$ cat config.mk
export PLATFORM = sky130hd
export DESIGN_NAME = dual_axis_velocity_pd_drive
export DESIGN_NICKNAME = d
export VERILOG_FILES = /design/src/design/dapd_pkg.sv /design/src/design/dapd_axis.sv /design/src/design/dual_axis_velocity_pd_drive.sv
export SDC_FILE = /design/constraint.sdc
export NUM_CORES = 2
export LEC_CHECK = 0
export BUFFER_PORTS_ARGS = -buffer_cell sky130_fd_sc_hd__buf_2
export CORE_UTILIZATION = 25
export CTS_CLUSTER_SIZE = 25
export DETAILED_ROUTE_END_ITERATION = 12
export HOLD_SLACK_MARGIN = 0.1
export SLEW_MARGIN = 10
export SYNTH_ARGS = -nofsm -noshare
export SYNTH_HDL_FRONTEND = slang
export SYNTH_SLANG_ARGS = --single-unit
$ cat constraint.sdc
create_clock -name clk -period 22.3 [get_ports clk]
set_input_delay 1.115 -clock clk [delete_from_list [all_inputs] [get_ports clk]]
set_output_delay 1.115 -clock clk [all_outputs]
set_load 0.1 [all_outputs]
$ cat src/design/dapd_pkg.sv
// Shared widths, register indexes and drive helper functions for the dual-axis PD drive.
package dapd_pkg;

  localparam int POS_W  = 16;  // encoder position and speed
  localparam int TGT_W  = 8;   // signed target speed
  localparam int GAIN_W = 8;   // gains and override multiplier
  localparam int LIM_W  = 11;  // drive limit, dead band and duty
  localparam int DRV_W  = 12;  // accumulated drive, signed
  localparam int SIL_W  = 16;  // silence count and limit
  localparam int SUM_W  = 26;  // exact drive sum before the clamp
  localparam int CFG_W  = 16;  // widest register
  localparam int IDX_W  = 3;   // register index

  // Register indexes
  localparam logic [IDX_W-1:0] REG_PROP_GAIN     = 3'd0;
  localparam logic [IDX_W-1:0] REG_DERIV_GAIN_A  = 3'd1;
  localparam logic [IDX_W-1:0] REG_DERIV_GAIN_B  = 3'd2;
  localparam logic [IDX_W-1:0] REG_DRIVE_LIMIT   = 3'd3;
  localparam logic [IDX_W-1:0] REG_DEAD_BAND     = 3'd4;
  localparam logic [IDX_W-1:0] REG_SILENCE_LIMIT = 3'd5;
  localparam logic [IDX_W-1:0] REG_OVERRIDE_GAIN = 3'd6;

  // Reset values
  localparam logic [GAIN_W-1:0] RST_PROP_GAIN     = 8'd8;
  localparam logic [GAIN_W-1:0] RST_DERIV_GAIN_A  = 8'd12;
  localparam logic [GAIN_W-1:0] RST_DERIV_GAIN_B  = 8'd7;
  localparam logic [LIM_W-1:0]  RST_DRIVE_LIMIT   = 11'd1200;
  localparam logic [LIM_W-1:0]  RST_DEAD_BAND     = 11'd100;
  localparam logic [SIL_W-1:0]  RST_SILENCE_LIMIT = 16'd10;
  localparam logic [GAIN_W-1:0] RST_OVERRIDE_GAIN = 8'd9;

  // Saturate an exact sum to +/- lim
  function automatic logic signed [DRV_W-1:0] clamp_drive(
    input logic signed [SUM_W-1:0] v,
    input logic [LIM_W-1:0]        lim
  );
    logic signed [SUM_W-1:0] lim_s;
    lim_s = SUM_W'($signed({1'b0, lim}));
    if (v > lim_s) begin
      return DRV_W'(lim_s);
    end else if (v < -lim_s) begin
      return DRV_W'(-lim_s);
    end else begin
      return v[DRV_W-1:0];
    end
  endfunction

  // Duty magnitude of a clamped drive
  function automatic logic [LIM_W-1:0] drive_mag(input logic signed [DRV_W-1:0] d);
    logic signed [DRV_W-1:0] a;
    a = d[DRV_W-1] ? -d : d;
    return a[LIM_W-1:0];
  endfunction

  // Direction bit: held when the drive is zero
  function automatic logic next_dir(input logic signed [DRV_W-1:0] d, input logic dir);
    if (d == '0) begin
      return dir;
    end else begin
      return d[DRV_W-1];
    end
  endfunction

endpackage

$ cat src/design/dapd_axis.sv
// One axis of the PD update: wrapped speed, slope and the exact unclamped drive sum.
module dapd_axis (
  input  logic [dapd_pkg::POS_W-1:0]         position,
  input  logic [dapd_pkg::POS_W-1:0]         last_position,
  input  logic signed [dapd_pkg::POS_W-1:0]  last_speed,
  input  logic signed [dapd_pkg::TGT_W-1:0]  target,
  input  logic signed [dapd_pkg::DRV_W-1:0]  drive,
  input  logic [dapd_pkg::GAIN_W-1:0]        prop_gain,
  input  logic [dapd_pkg::GAIN_W-1:0]        deriv_gain,
  output logic signed [dapd_pkg::POS_W-1:0]  speed,
  output logic signed [dapd_pkg::SUM_W-1:0]  drive_sum
);

  logic signed [dapd_pkg::POS_W-1:0] slope;
  logic signed [dapd_pkg::POS_W:0]   err;
  logic signed [dapd_pkg::SUM_W-1:0] prop_term;
  logic signed [dapd_pkg::SUM_W-1:0] deriv_term;

  // Speed and slope wrap to 16 bits
  assign speed = $signed(position - last_position);
  assign slope = speed - last_speed;

  // Speed error is exact
  assign err = (dapd_pkg::POS_W+1)'(target) - (dapd_pkg::POS_W+1)'(speed);

  // Proportional and derivative products
  assign prop_term  = dapd_pkg::SUM_W'($signed({1'b0, prop_gain})) * dapd_pkg::SUM_W'(err);
  assign deriv_term = dapd_pkg::SUM_W'($signed({1'b0, deriv_gain})) * dapd_pkg::SUM_W'(slope);

  assign drive_sum = dapd_pkg::SUM_W'(drive) + prop_term - deriv_term;

endmodule

$ cat src/design/dual_axis_velocity_pd_drive.sv
// Top level of the dual-axis incremental PD velocity drive.
//
// Usage:
//   Input channel (in_valid/in_ready) carries one control tick: two encoder
//   positions, two signed target speeds and two silence counts.
//   Output channel (out_valid/out_ready) returns one word per tick: duty and
//   direction for each axis, the measured axis A speed and the axis A drive
//   before the update. Registers are written through cfg_we/cfg_index/cfg_data;
//   the user must write them only while idle, which the block does not enforce.
// Timing:
//   A tick is captured into an input register, computed combinationally and
//   written to the result register together with the axis state; one tick is
//   taken every cycle while out_ready is high. The state feedback (drive, last
//   position, last speed) closes combinationally from the state registers.
// Reset: all state, both direction bits and registers return to their
//   defaults; both channels come up empty.
// Stall: when out_ready is low the result register holds, the input register
//   still fills, and in_ready drops only when both are occupied.
module dual_axis_velocity_pd_drive (
  input  logic                                clk,
  input  logic                                rst,
  // configuration
  input  logic                                cfg_we,
  input  logic [dapd_pkg::IDX_W-1:0]          cfg_index,
  input  logic [dapd_pkg::CFG_W-1:0]          cfg_data,
  // input channel
  input  logic                                in_valid,
  output logic                                in_ready,
  input  logic [dapd_pkg::POS_W-1:0]          position_a,
  input  logic [dapd_pkg::POS_W-1:0]          position_b,
  input  logic signed [dapd_pkg::TGT_W-1:0]   target_a,
  input  logic signed [dapd_pkg::TGT_W-1:0]   target_b,
  input  logic [dapd_pkg::SIL_W-1:0]          silence_a,
  input  logic [dapd_pkg::SIL_W-1:0]          silence_b,
  // output channel
  output logic                                out_valid,
  input  logic                                out_ready,
  output logic [dapd_pkg::LIM_W-1:0]          duty_a,
  output logic                                reverse_a,
  output logic [dapd_pkg::LIM_W-1:0]          duty_b,
  output logic                                reverse_b,
  output logic signed [dapd_pkg::POS_W-1:0]   speed_a,
  output logic signed [dapd_pkg::DRV_W-1:0]   prior_drive_a
);

  // Registers
  logic [dapd_pkg::GAIN_W-1:0] prop_gain, deriv_gain_a, deriv_gain_b, override_gain;
  logic [dapd_pkg::LIM_W-1:0]  drive_limit, dead_band;
  logic [dapd_pkg::SIL_W-1:0]  silence_limit;

  // Input register
  logic                               in_full;
  logic [dapd_pkg::POS_W-1:0]         pos_a_q, pos_b_q;
  logic signed [dapd_pkg::TGT_W-1:0]  tgt_a_q, tgt_b_q;
  logic [dapd_pkg::SIL_W-1:0]         sil_a_q, sil_b_q;

  // Axis state
  logic [dapd_pkg::POS_W-1:0]         last_position_a, last_position_b;
  logic signed [dapd_pkg::POS_W-1:0]  last_speed_a, last_speed_b;
  logic signed [dapd_pkg::DRV_W-1:0]  drive_a, drive_b;
  logic                               direction_a, direction_b;

  // Compute stage
  logic                               advance;
  logic signed [dapd_pkg::POS_W-1:0]  spd_a, spd_b;
  logic signed [dapd_pkg::SUM_W-1:0]  sum_a, sum_b;
  logic signed [dapd_pkg::SUM_W-1:0]  na, dead_s, ovr;
  logic signed [dapd_pkg::SUM_W-1:0]  nb;
  logic signed [dapd_pkg::DRV_W-1:0]  drive_a_next, drive_b_next;
  logic                               direction_a_next, direction_b_next;

  // Configuration writes
  always_ff @(posedge clk) begin
    if (rst) begin
      prop_gain     <= dapd_pkg::RST_PROP_GAIN;
      deriv_gain_a  <= dapd_pkg::RST_DERIV_GAIN_A;
      deriv_gain_b  <= dapd_pkg::RST_DERIV_GAIN_B;
      drive_limit   <= dapd_pkg::RST_DRIVE_LIMIT;
      dead_band     <= dapd_pkg::RST_DEAD_BAND;
      silence_limit <= dapd_pkg::RST_SILENCE_LIMIT;
      override_gain <= dapd_pkg::RST_OVERRIDE_GAIN;
    end else if (cfg_we) begin
      unique case (cfg_index)
        dapd_pkg::REG_PROP_GAIN:     prop_gain     <= cfg_data[dapd_pkg::GAIN_W-1:0];
        dapd_pkg::REG_DERIV_GAIN_A:  deriv_gain_a  <= cfg_data[dapd_pkg::GAIN_W-1:0];
        dapd_pkg::REG_DERIV_GAIN_B:  deriv_gain_b  <= cfg_data[dapd_pkg::GAIN_W-1:0];
        dapd_pkg::REG_DRIVE_LIMIT:   drive_limit   <= cfg_data[dapd_pkg::LIM_W-1:0];
        dapd_pkg::REG_DEAD_BAND:     dead_band     <= cfg_data[dapd_pkg::LIM_W-1:0];
        dapd_pkg::REG_SILENCE_LIMIT: silence_limit <= cfg_data[dapd_pkg::SIL_W-1:0];
        dapd_pkg::REG_OVERRIDE_GAIN: override_gain <= cfg_data[dapd_pkg::GAIN_W-1:0];
        default: ;
      endcase
    end
  end

  // Handshake: compute when the input register holds a word and the result slot frees
  assign advance  = in_full && (!out_valid || out_ready);
  assign in_ready = !in_full || advance;

  // Input register
  always_ff @(posedge clk) begin
    if (rst) begin
      in_full <= 1'b0;
    end else if (in_ready) begin
      in_full <= in_valid;
    end
  end

  always_ff @(posedge clk) begin
    if (in_valid && in_ready) begin
      pos_a_q <= position_a;
      pos_b_q <= position_b;
      tgt_a_q <= target_a;
      tgt_b_q <= target_b;
      sil_a_q <= silence_a;
      sil_b_q <= silence_b;
    end
  end

  // Per-axis PD sums
  dapd_axis u_axis_a (
    .position      (pos_a_q),
    .last_position (last_position_a),
    .last_speed    (last_speed_a),
    .target        (tgt_a_q),
    .drive         (drive_a),
    .prop_gain     (prop_gain),
    .deriv_gain    (deriv_gain_a),
    .speed         (spd_a),
    .drive_sum     (sum_a)
  );

  dapd_axis u_axis_b (
    .position      (pos_b_q),
    .last_position (last_position_b),
    .last_speed    (last_speed_b),
    .target        (tgt_b_q),
    .drive         (drive_b),
    .prop_gain     (prop_gain),
    .deriv_gain    (deriv_gain_b),
    .speed         (spd_b),
    .drive_sum     (sum_b)
  );

  // Axis A: dead band, override by target_b, silence cut-off
  assign dead_s = dapd_pkg::SUM_W'($signed({1'b0, dead_band}));
  assign ovr    = dapd_pkg::SUM_W'(tgt_b_q) *
                  dapd_pkg::SUM_W'($signed({1'b0, override_gain}));

  always_comb begin
    na = sum_a;
    if (tgt_a_q == '0 && sum_a < dead_s && sum_a > -dead_s) begin
      na = '0;
    end
    if (tgt_b_q != '0) begin
      na = ovr;
    end
    if (sil_a_q > silence_limit) begin
      na = '0;
    end
  end

  // Axis B: silence cut-off only
  assign nb = (sil_b_q > silence_limit) ? '0 : sum_b;

  assign drive_a_next     = dapd_pkg::clamp_drive(na, drive_limit);
  assign drive_b_next     = dapd_pkg::clamp_drive(nb, drive_limit);
  assign direction_a_next = dapd_pkg::next_dir(drive_a_next, direction_a);
  assign direction_b_next = dapd_pkg::next_dir(drive_b_next, direction_b);

  // Axis state update
  always_ff @(posedge clk) begin
    if (rst) begin
      last_position_a <= '0;
      last_position_b <= '0;
      last_speed_a    <= '0;
      last_speed_b    <= '0;
      drive_a         <= '0;
      drive_b         <= '0;
      direction_a     <= 1'b0;
      direction_b     <= 1'b0;
    end else if (advance) begin
      last_position_a <= pos_a_q;
      last_position_b <= pos_b_q;
      last_speed_a    <= spd_a;
      last_speed_b    <= spd_b;
      drive_a         <= drive_a_next;
      drive_b         <= drive_b_next;
      direction_a     <= direction_a_next;
      direction_b     <= direction_b_next;
    end
  end

  // Result register
  always_ff @(posedge clk) begin
    if (rst) begin
      out_valid <= 1'b0;
    end else if (advance) begin
      out_valid <= 1'b1;
    end else if (out_ready) begin
      out_valid <= 1'b0;
    end
  end

  always_ff @(posedge clk) begin
    if (advance) begin
      duty_a        <= dapd_pkg::drive_mag(drive_a_next);
      reverse_a     <= direction_a_next;
      duty_b        <= dapd_pkg::drive_mag(drive_b_next);
      reverse_b     <= direction_b_next;
      speed_a       <= spd_a;
      prior_drive_a <= drive_a;
    end
  end

`ifndef SYNTH
  // A computed duty never exceeds the limit in force
  a_duty_limit: assert property (@(posedge clk) disable iff (rst)
    advance |=> (duty_a <= $past(drive_limit)) && (duty_b <= $past(drive_limit)))
    else $error("duty exceeds drive limit");

  // Duty and direction of axis A follow the stored drive
  a_duty_matches_drive: assert property (@(posedge clk) disable iff (rst)
    advance |=> (duty_a == dapd_pkg::drive_mag(drive_a)) && (reverse_a == direction_a))
    else $error("axis A result disagrees with stored drive");

  // On axis B, zero duty keeps the previous direction
  a_dir_held: assert property (@(posedge clk) disable iff (rst)
    advance |=> (duty_b != '0) || (reverse_b == $past(direction_b)))
    else $error("axis B direction changed on zero drive");

  // A silent axis A encoder forces zero drive on axis A
  a_silence_cut: assert property (@(posedge clk) disable iff (rst)
    (advance && sil_a_q > silence_limit) |=> (duty_a == '0) && (drive_a == '0))
    else $error("axis A not cut off on silence");

  // A held input word is not lost while the result slot is blocked
  a_input_held: assert property (@(posedge clk) disable iff (rst)
    (in_full && !advance) |=> in_full)
    else $error("stalled input word dropped");
`endif

endmodule
### Word level (Yosys, flattened, before mapping)

Index checks and enable logic that the tools add are counted.

* bits in registers: 294
* input port bits: 104
* output and inout port bits: 54
* logic and storage cells: 97

* $add $sub $neg: 14
* multipliers: 5
* order comparisons: 8
* equal/unequal tests: 6
* multiplexer cells: 14
* reduce and logical (&&, ||, !) cells: 21

Operator list (count)
* $mux 26: 4
* $sub 16x16->16: 4
* $add 12x26->26: 2
* $gt 26x12->1: 2
* $lt 26x26->1: 2
* $mul 9x17->26: 2
* $neg 11->26: 2
* $sub 26x26->26: 2
* $mul 9x16->25: 2
* $mux 12: 4
* $sub 8x16->17: 2
* $gt 16x16->1: 2
* $gt 26x26->1: 1
* $lt 26x12->1: 1
* $logic_not 12->1: 2
* $mux 11: 2
* $neg 11->11: 2
* $mul 8x9->17: 1
* $reduce_and 2->1: 7
* $eq 3x3->1 const B: 3
* $logic_not 8->1: 1
* $reduce_bool 8->1: 1
* $eq 3x2->1 const B: 2
* $logic_and 1x1->1: 4
* 6 further kinds: 11

### Logic depth before layout (Yosys ltp)

* depth in word-level cells: 16
* depth in mapped cells: 83
* mapped depth without buffers: 80

### Hierarchy

A second synthesis with hierarchy kept.

* cell total of the unflattened synthesis: 4961
* area total of the unflattened synthesis: 43887.1 um^2

By module, submodules not included
* dual_axis_velocity_pd_drive: instances 1, cells each 1906, area an instance 17486.8 um^2, sequential area each 7206.9 um^2
* dapd_axis at u_axis_b: instances 1, cells each 1539, area an instance 13260.2 um^2, sequential area each 0.0 um^2
* dapd_axis at u_axis_a: instances 1, cells each 1516, area an instance 13140.1 um^2, sequential area each 0.0 um^2

### Worst setup path before layout

OpenSTA, ideal clock, no wires.

* path type: register -> register
* start: register pos_a_q[0] (netlist bit)
* end: register reverse_a (data pin)
* setup time: 0.132 ns
* data arrival time: 17.482 ns
* data required time: 22.168 ns
* path slack: 4.686 ns
* cell stages (with the launch flop): 81
* path buffers: 4
* clock period less this slack: 17.614 ns
* path through: edfxtp_1 > inv_1 > ha_1 > fa_1 > nor2b_1 > o21ai_0 > a21boi_0 > o21ai_0 > a21boi_0 > o21ai_0 > a21boi_0 > o21ai_0 > a21boi_0 > o21ai_0 > a21oi_1 > nand2b_1 > inv_1 > ha_1 > [... 45 more ...] > nor2_1 > ha_1 > a21o_1 > a21o_1 > a21oi_1 > nor2_1 > nor4b_1 > nor2_1 > a21oi_1 > and2_0 > clkbuf_1 > clkbuf_1 > a21oi_1 > a31oi_1 > ha_1 > o21ai_0 > or4_1 > nand2_1

* cells in the longest elaborated chain, start to end: 16
* elaborated cells on any way between the ends: 20
* classes of those cells: add/sub (5); mul (2); order compare (4); mux (6); reduce/logical (3)

Ends and longest elaborated chain
* from (decl): RTL line dual_axis_velocity_pd_drive.sv:53 `logic [dapd_pkg::POS_W-1:0] pos_a_q, pos_b_q;`
* from (signal assigned): RTL line dual_axis_velocity_pd_drive.sv:111 `pos_a_q <= position_a;`
* $sub 16x16->16 (*): RTL line dapd_axis.sv:20 `assign speed = $signed(position - last_position);`
* net spd_a, one bit: RTL line dual_axis_velocity_pd_drive.sv:65 `logic signed [dapd_pkg::POS_W-1:0] spd_a, spd_b;`
* $sub 8x16->17: RTL line dapd_axis.sv:24 `assign err = (dapd_pkg::POS_W+1)'(target) - (dapd_pkg::POS_W+1)'(speed);`
* $mul 9x17->26: RTL line dapd_axis.sv:27 `assign prop_term = dapd_pkg::SUM_W'($signed({1'b0, prop_gain})) * dapd_pkg::SUM_W'(err);`
* $add 12x26->26: RTL line dapd_axis.sv:30 `assign drive_sum = dapd_pkg::SUM_W'(drive) + prop_term - deriv_term;`
* $sub 26x26->26 (*): RTL line dapd_axis.sv:30
* $lt 26x12->1: RTL line dual_axis_velocity_pd_drive.sv:152 `if (tgt_a_q == '0 && sum_a < dead_s && sum_a > -dead_s) begin`
* $logic_and 1x1->1 (2 in series): RTL line dual_axis_velocity_pd_drive.sv:152
* $mux 26 (*): RTL line dual_axis_velocity_pd_drive.sv:152
* $mux 26 (*): RTL line dual_axis_velocity_pd_drive.sv:155 `if (tgt_b_q != '0) begin`
* $mux 26 (*): RTL line dual_axis_velocity_pd_drive.sv:158 `if (sil_a_q > silence_limit) begin`
* $lt 26x26->1: RTL line dapd_pkg.sv:41 `end else if (v < -lim_s) begin`
* $mux 12: RTL line dapd_pkg.sv:41
* $mux 12 (*): RTL line dapd_pkg.sv:39 `if (v > lim_s) begin`
* $logic_not 12->1: RTL line dapd_pkg.sv:57 `if (d == '0) begin`
* $mux 1 (*): RTL line dapd_pkg.sv:57
* net direction_a_next: RTL line dual_axis_velocity_pd_drive.sv:70 `logic direction_a_next, direction_b_next;`
* to (signal assigned): RTL line dual_axis_velocity_pd_drive.sv:208 `reverse_a <= direction_a_next;`
* to (decl): RTL line dual_axis_velocity_pd_drive.sv:39 `output logic reverse_a,`

Mark *: on every way through the listed nets, which the timed path passes. The rest lies on a longest branch.
A chain may end at the register's enable or synchronous reset.

### Final worst setup path

* start: register pos_a_q[0] (netlist bit)
* end: register direction_a

* cells in the longest elaborated chain, start to end: 16
* elaborated cells on any way between the ends: 20
* classes of those cells: add/sub (5); mul (2); order compare (4); mux (6); reduce/logical (3)

Ends and longest elaborated chain
* $sub 16x16->16 (*): RTL line dapd_axis.sv:20
* net spd_a, one bit: RTL line dual_axis_velocity_pd_drive.sv:65
* $sub 8x16->17: RTL line dapd_axis.sv:24
* $mul 9x17->26: RTL line dapd_axis.sv:27
* $add 12x26->26: RTL line dapd_axis.sv:30
* $sub 26x26->26 (*): RTL line dapd_axis.sv:30
* $lt 26x12->1: RTL line dual_axis_velocity_pd_drive.sv:152
* $logic_and 1x1->1 (2 in series): RTL line dual_axis_velocity_pd_drive.sv:152
* $mux 26 (*): RTL line dual_axis_velocity_pd_drive.sv:152
* $mux 26 (*): RTL line dual_axis_velocity_pd_drive.sv:155
* $mux 26 (*): RTL line dual_axis_velocity_pd_drive.sv:158
* $lt 26x26->1: RTL line dapd_pkg.sv:41
* $mux 12: RTL line dapd_pkg.sv:41
* $mux 12 (*): RTL line dapd_pkg.sv:39
* $logic_not 12->1: RTL line dapd_pkg.sv:57
* $mux 1 (*): RTL line dapd_pkg.sv:57
* to (signal assigned): RTL line dual_axis_velocity_pd_drive.sv:189 `direction_a <= direction_a_next;`
* to (decl): RTL line dual_axis_velocity_pd_drive.sv:61 `logic direction_a, direction_b;`

Marks and branches as above.

==> flow_summary_export.csv <==
group,metric,value,unit
worst_setup_path,cpMostUsedCell,"fa_1",
worst_setup_path,reg2reg_from,"pos_a_q[0]$_DFFE_PP_",
sta,rsz0062_at_grt,"false",
sta,period_share,0.921,
synth,syn_area,0.0443,mm^2
run,maxCapViolCount,0,
synth,synth_edf_count,132,
clocking,cts-root-buf,"clkbuf_16",
placed_design,placedCellCount,7558,
synth,yosysMostFrequentCell,"inv_1",
grt,grt_usage,0.144,
floorplan,die-area,0.179,mm^2
worst_setup_path,arrival,21060,ps
sta,skew,45.4,ps
synth,synth_top_area_share,0.255,
floorplan,start_util,0.251,
worst_setup_path,path_buf_inv,6,
floorplan,rows,154,
worst_setup_path,regToRegSetupSlack,1770,ps
synth,synthTopCellsByCount,"926 x inv_1, 656 x nand2_1, 565 x fa_1, 499 x ha_1, 304 x a21oi_1",
cells_and_area,synthToLayoutAreaGrowth,10.5,%
route,routed_via_density,4.68,
floorplan,dieHeight,423,um
grt,grt_pass1_wl,206000,um
route,wire_per_inst,17.0,um
synth,synthesis.instances,5184,
sta,clock.fmax,48.7,MHz
synth,ys_ff_latch,294,
clocking,cts_resized,0,
clocking,postCtsHoldBufs,0,
synth,syn_avg_cell_area,8.54,um^2
worst_setup_path,crit_fanout,17,
worst_setup_path,path_class,"reg -> reg",
placed_design,gp_congestion,0.897,
worst_setup_path,critPathSlowestCell,"a21boi_1",
synth,yosysWarnings,0,
sta,period_needed,20530,ps
worst_hold_path,hold_path_end,"last_speed_a[4]$_SDFFE_PP0P_",
route,vias,35705,
worst_setup_path,worst_r2r_endpoint,"direction_a$_SDFFE_PP0P_",
clocking,worstSkewPairLatency,600,ps
worst_setup_path,startpoint_type,"register",
synth,synthFlopType,"dfxtp_1",
clocking,cts_setup_buffers,0,
cells_and_area,layoutNonFillerInstCount,7629,
floorplan,core_area,0.176,mm^2
synth,synth_cell_type_count,94,
route,drt-total-wl,130000,um
cells_and_area,fill_cells,18991,
sta,setup_viol,0,
grt,grt_pass1_vias,36535,
clocking,path_clk_slew,60,ps
worst_hold_path,min_path_cells,2,
route,first_iter_violations,2062,
sta,hold_viol_final,0,
synth,synthTopCellsByArea,"fa_1 26%, ha_1 14%, edfxtp_1 9.0%, inv_1 7.8%, dfxtp_1 7.3%",
worst_setup_path,cp-end-kind,"register",
cells_and_area,ff_latch_area,0.00721,mm^2
status,status,"finished, final reports clean",
grt,overflow,0,
clocking,cts-buffers-inserted,38,
worst_setup_path,path_delay_family,"compound AO/OA/AOI/OAI gates",
synth,syn_nets,6352,
clocking,htreeDepth,2,
placed_design,port_buffers,157,
cells_and_area,drive_above_1_share,0.0579,
sta,finalSetupTns,0,ps
grt,antenna_found_initial,8,
synth,synth-seq-area-share,0.163,
synth,synth_top_cell_by_area,"fa_1",
worst_hold_path,worstHoldStart,"last_speed_a[4]$_SDFFE_PP0P_",
sta,slew_headroom,0.190,
route,drtPass1Iterations,6,
floorplan,die_w,423,um
sta,drv_slew,0,
cells_and_area,fin_nets,6426,
route,drc,0,
clocking,cts_tree,"built",
sta,max_slew.worst_pin.slew,1210,ps
worst_setup_path,cp.required,22820,ps
route,detail-route-antenna-nets,0,
worst_setup_path,crit_cells,76,
placed_design,hpwlAfterDp,106000,um
worst_setup_path,r2r_cells,76,
clocking,numClockSinks,294,
floorplan,ios,158,
worst_hold_path,hp-class,"reg -> reg",
clocking,clockBufferDepth,3,
grt,grt_max_degree,89,
cells_and_area,multi_input_area,0.0330,mm^2
worst_setup_path,critPathMaxStageDelay,670,ps
synth,synthArstFlopShare,0,
## worst register-to-register path: cells and delay by family (launching register included)
family	cells	cell delay, ps
compound gates	31	7940
flops	1	350
fa+ha+maj	16	6400
xor+xnor	4	1460
buf+inv	6	310
simple gates	19	4010
## worst max path at each step
stage | startpoint | endpoint
floorplan | pos_a_q[0]$_DFFE_PP_ | reverse_a$_DFFE_PP_
global placement | pos_a_q[0]$_DFFE_PP_ | reverse_a$_DFFE_PP_
detailed placement | pos_a_q[0]$_DFFE_PP_ | direction_a$_SDFFE_PP0P_
CTS | pos_a_q[0]$_DFFE_PP_ | direction_a$_SDFFE_PP0P_
global route | pos_a_q[0]$_DFFE_PP_ | direction_a$_SDFFE_PP0P_
finish | pos_a_q[0]$_DFFE_PP_ | direction_a$_SDFFE_PP0P_
## cell type report
| cell class | count | area share |
|---|---|---|
| Inverter | 930 | 0.0714 |
| Clock buffer | 46 | 0.0207 |
| Clock inverter | 24 | 0.00478 |
| Multi-Input combinational cell | 3803 | 0.674 |
| Timing Repair Buffer | 191 | 0.0214 |
| Tap cell | 2340 | 0.0598 |
| Sequential cell | 294 | 0.147 |
| Antenna cell | 1 | 0.0000511 |
## registers in the layout, indices dropped and copies added (netlist names), 16 cells and up
| register | flops |
|---|---|
| last_position_a | 16 |
| last_position_b | 16 |
| last_speed_a | 16 |
| last_speed_b | 16 |
| pos_a_q | 16 |
| pos_b_q | 16 |
| sil_a_q | 16 |
| sil_b_q | 16 |
| silence_limit | 16 |
| speed_a | 16 |
## cells in the final DEF (no fill, tap or decap), drive strengths merged, types with 46 or more instances in the layout
master,netlist,routed
inv,927,935
nand2,656,656
fa,565,565
ha,499,499
a21oi,306,306
and2,296,296
nor2,265,265
buf,14,191
dfxtp,162,162
o21ai,134,134
edfxtp,132,132
xnor2,122,122
nand3,105,105
nor2b,97,97
nor3,77,77
clkbuf,143,46
## logic make-up after synthesis
family          Yosys count  synth area share
xor+xnor                166            0.0331
compound gates          851             0.124
flops                   294             0.163
fa+ha+maj              1064             0.396
simple gates           1702             0.186
mux                      20           0.00472
buf+inv                1087            0.0927
## routing by layer
layer  track usage  up-vias  routed length [um]
li1              -    17040                   -
met1         0.182    17802               56600
met2         0.262      721               65900
met3        0.0111      140                4470
met4        0.0360        2                2990
met5             0        -                  13
## per-stage QoR
stage	setup slack, ps	hold WS (ps)	util	instance area [um^2]
after floorplan	4690	430	-	44300
after detailed placement	1810	447	0.271	47700
after global placement	2310	442	0.271	47700
final	1770	452	0.278	48900
after global routing	80.3	466	0.278	48900
after CTS	1760	455	0.278	48900
Power is not shown: default switching activity piles up to over one toggle a cycle in this logic, so the estimate is an artifact.
